File: src/design/heq_ram.sv
`timescale 1ns / 1ps
// ----------------------------------------------------------------------------
// Generic RAM
// One write port and one read port with registered read data.
// ----------------------------------------------------------------------------
module heq_ram #(
  parameter int WIDTH = 8,
  parameter int DEPTH = 256
) (
  input  logic                     clk_i,
  input  logic                     we_i,
  input  logic [$clog2(DEPTH)-1:0] waddr_i,
  input  logic [WIDTH-1:0]         wdata_i,
  input  logic [$clog2(DEPTH)-1:0] raddr_i,
  output logic [WIDTH-1:0]         rdata_o
);

  logic [WIDTH-1:0] mem_q [DEPTH];
  logic [WIDTH-1:0] rdata_q;

  // Write port.
  always_ff @(posedge clk_i) begin
    if (we_i) begin
      mem_q[waddr_i] <= wdata_i;
    end
  end

  // Registered read port.
  always_ff @(posedge clk_i) begin
    rdata_q <= mem_q[raddr_i];
  end

  assign rdata_o = rdata_q;

endmodule

File: config.mk
export PLATFORM = sky130hd
export DESIGN_NAME = heq_ram
export DESIGN_NICKNAME = d
export VERILOG_FILES = /design/src/design/heq_ram.sv
export SDC_FILE = /design/constraint.sdc
export NUM_CORES = 2
export LEC_CHECK = 0
export ABC_CLOCK_PERIOD_IN_PS = 4800
export BUFFER_PORTS_ARGS = -buffer_cell sky130_fd_sc_hd__buf_2
export CAP_MARGIN = 40
export CORE_MARGIN = 2
export CORE_UTILIZATION = 40
export CTS_CLUSTER_DIAMETER = 100
export DETAILED_ROUTE_END_ITERATION = 8
export GPL_TIMING_DRIVEN = 0
export PLACE_DENSITY = 0.55
export SYNTH_ARGS = -nofsm -noshare
export SYNTH_HDL_FRONTEND = slang
export SYNTH_SLANG_ARGS = --single-unit
File: constraint.sdc
create_clock -name clk_i -period 4.8 [get_ports clk_i]
set_clock_uncertainty 0.2 [all_clocks]
set_input_delay 0.72 -clock clk_i [delete_from_list [all_inputs] [get_ports clk_i]]
set_output_delay 0.72 -clock clk_i [all_outputs]
set_load 0.03 [all_outputs]
Yosys cells after proc, flatten, opt, wreduce, memory -nomap -nowiden
Memory sizes are Yosys's and may differ from the RTL's. A register that Yosys moved wholly into a read port is not among the register bits.
Index checks and enable logic that the tools add are counted.
Operators by class
  muxes and demuxes: 2
Operator list (number)
  1-bit two-way mux: 2
Storage, ports and cells
  bits in registers: 0
  memory bits (writable): 2048
  input bits: 26
  memories kept: 1
Memory list
  mem_q: words 256, width 8, read ports 1, clocked after Yosys merged registers in 1, write ports 1, line 18  | logic [WIDTH-1:0] mem_q [DEPTH];

Depth between registers and ports, before layout
  depth after elaboration: 2
  mapped depth: 11

Worst setup path before layout
No wires, ideal clock.
  path type: input to register
  from: in raddr_i[0]
  to: reg rdata_q[2], in the netlist rdata_o[2], read port of mem_q
  library setup time: 0.131 ns
  arrival time: 2.527 ns
  path slack: 1.942 ns
  cell stages on the path: 9
  buffers on the path: 4
  cells stage by stage: buf_6 buf_12 buf_8 buf_2 mux4_2 a22oi_1 a21oi_1 nor4_1 nor4_2
RTL lines
  from (decl): line 14  | input logic [$clog2(DEPTH)-1:0] raddr_i,
  to (decl): line 19  | logic [WIDTH-1:0] rdata_q;

==> results.py <==
metrics = {
    "cts": {
        "path_clk_slew_ns": 0.06,
        "htree_levels": 4,
        "cts_buffer_depth": 3,
        "cts_buffers": 203,
        "clk_latency_ns": 0.87,
        "clock_sinks": 2056,
        "cts-root-buf": "clkbuf_16",
        "cts.repair.resized": 0,
        "postCtsSetupBuffers": 0,
        "cts_tree": "done",
    },
    "layout": {
        "final_common_cell": "edfxtp_1",
        "layout_common_cells": "edfxtp_1, mux4_2, nor2_1",
        "finalCoreUtilization_pct": 46.3,
        "nNetsFinal": 4186,
        "drive_above_1_share_pct": 25.0,
        "fin_cells": 6972,
        "synthToLayoutAreaGrowth_pct": 15.0,
    },
    "sta": {
        "rsz0062_at_grt": "no",
        "hold_viol": 0,
        "setup_violations": 0,
        "slew_violations": 0,
        "worst_pin_slew_ns": 1.13,
        "maxSlewHeadroom_pct": 24.8,
        "max_freq_mhz": 219,
        "setup_slack_ns": 0.224,
        "finalSetupTns_ns": 0,
        "fin_crit_ns": 4.58,
        "fin_crit_sh_pct": 95.3,
    },
    "global_route": {
        "grt_overflow_total": 0,
        "grt_max_degree": 151,
        "grt_pass1_vias": 40900,
        "grt_usage_pct": 24.7,
        "antenna_found_initial": 17,
        "grt_pass1_wl_um": 343000,
    },
    "logic_synthesis": {
        "ys_types": 55,
        "syn_area_per_cell_um2": 21.3,
        "async_flop_share_pct": 0,
        "synth_area_leader_cell": "edfxtp_1",
        "synth_edf_count": 2048,
        "syn_area_um2": 79600,
        "synthTopCellsByArea": "edfxtp_1, mux4_2, mux2i_1",
        "seq_area_frac_synth_pct": 77.5,
        "syn_inst": 3733,
        "synth-main-ff-cell": "edfxtp_1",
        "synth_seq_cells": 2056,
        "yosys_warnings": 0,
        "synth_nets": 3759,
        "synth_top_area_share_pct": 77.3,
    },
    "worst_setup_path": {
        "path_class": "in2reg",
        "endpoint_kind": "flip-flop",
        "crit_path_frequent_cell": "buf_4",
        "crit_chain": "buf_2 -> buf_4 -> buf_4 -> clkbuf_1 -> mux4_2 -> a221oi_1 -> o32ai_1 -> nor3_1 -> nor4_2",
        "crit_buf_inv": 4,
        "startpoint": "raddr_i[1]",
        "crit_slowest_cell": "a221oi_1",
        "worstPathArrival_ns": 5.04,
        "crit_path_max_fanout": 10,
        "start_kind": "primary input",
        "crit_required_ns": 5.26,
        "critPathTopFamily": "buffers and inverters",
        "slowest_delay_ns": 0.96,
        "rr_startpoint": "mem_q[83][3]$_DFFE_PP_",
    },
    "die": {
        "die_x_um": 450,
        "core_area_um2": 197000,
        "start_util_pct": 40.3,
        "dieArea_um2": 202000,
        "rows": 163,
        "die_height_um": 450,
        "top_level_ports": 34,
    },
    "min_path": {
        "hp-start": "wdata_i[2]",
        "hold_path_class": "in2reg",
    },
    "pwr": {
        "power_density_nw_per_um2": 408,
        "power.leakage_nw": 28.4,
        "ir_worst_vdd_mv": 0.339,
    },
    "route": {
        "drt-initial-drc-count": 6744,
        "drtAntennaViolNets": 0,
        "drt-pass1-iter-count": 6,
        "wl_per_cell_um": 36.0,
        "drcViolationCount": 0,
        "route.vias.total": 42000,
        "drt_wl_total_um": 251000,
        "vias_per_cell": 6.03,
    },
    "status": {
        "status": "finished, final reports clean",
    },
    "flow_run": {
        "maxCapViolCount": 0,
    },
    "placed_design": {
        "place_hpwl_um": 173000,
        "gp_congestion": 0.937,
        "port_buffers": 26,
        "placed_cells": 6585,
        "preCtsSetupSlack_ns": -0.480,
    },
}
Yosys cell counts (all sizes together), types with 6 or more instances:
cell,n
nor3,22
a221oi,14
mux2i,134
o21ai,12
nand4,10
nor4,27
nand2b,8
nor2b,31
dfxtp,8
nand3,34
nor2,282
and2,6
edfxtp,2048
o221ai,47
mux4,456
a21oi,96
a211oi,16
clkbuf,111
o211ai,10
o22ai,28
nand2,33
buf,122
a22o,8
a22oi,133
sequential cells by signal, indices dropped and copies added (netlist names):
| register | count |
|---|---|
| rdata_o | 8 |
| mem_q | 2048 |
repair_timing:
action,4_1_cts,5_1_grt
endpoints found under the hold margin,1,0
endpoints found under the setup margin,0,0
hold buffers,1,0
cells by family after synthesis:
logic type | synth area share (%)
multiplexers | 14.6
AND/OR/NAND/NOR | 2.63
AO/OA/AOI/OAI | 3.42
flip-flops | 77.5
buffers and inverters | 1.83
worst reg2reg max path: stages, from the launching register on:
cell and delay (ns):
edfxtp_1 0.35, mux4_2 0.50, a22o_1 0.28, a221oi_1 0.88, o32ai_1 0.44, nor3_1 0.69, nor4_2 0.27
metal layers:
metal	wire [um]	part of all wire, %	up-vias	track usage, %
met3	24100	9.6	405	5.42
met2	116000	46	2307	37.8
met4	9770	3.9	8	9.32
li1	-	-	16600	-
met1	102000	40	22700	34.9
met5	72	0.029	-	0
report_power, final:
part           internal, mW  leakage (nW)  switching (mW)
clock network          8.32          3.04            6.92
logic                 0.704          6.94            1.55
registers              19.8          18.5          0.0113
cell type report:
type,instances,area [um^2]
multi-input combinational,1442,16500
sequential,2056,61700
fill,16700,106000
inverter,2,7.51
buffer,233,1480
clock buffer,252,5260
timing repair buffer,222,2300
antenna,13,32.5
tap,2640,3300
clock inverter,112,958
final timing paths:
kind / end / cells after the start / slack (ns)
worst max-delay path: rdata_o[3]$_DFF_P_ / 9 / 0.22
worst min-delay path: mem_q[166][2]$_DFFE_PP_ / 1 / 0.06
worst max register to register: rdata_o[3]$_DFF_P_ / 6 / 1.02
worst min register to register: rdata_o[0]$_DFF_P_ / 7 / 1.23
through the flow:
step           power [mW]  area, um^2  hold slack [ns]
2_1_floorplan        21.2       79600            0.570
3_3_place_gp         22.3       83000            0.956
3_5_place_dp         22.4       85100            0.721
4_1_cts              37.4       91400           0.0227
5_1_grt              38.2       91400           0.0500
6_report             37.3       91500           0.0559
Power figures use the tool's default switching activity.
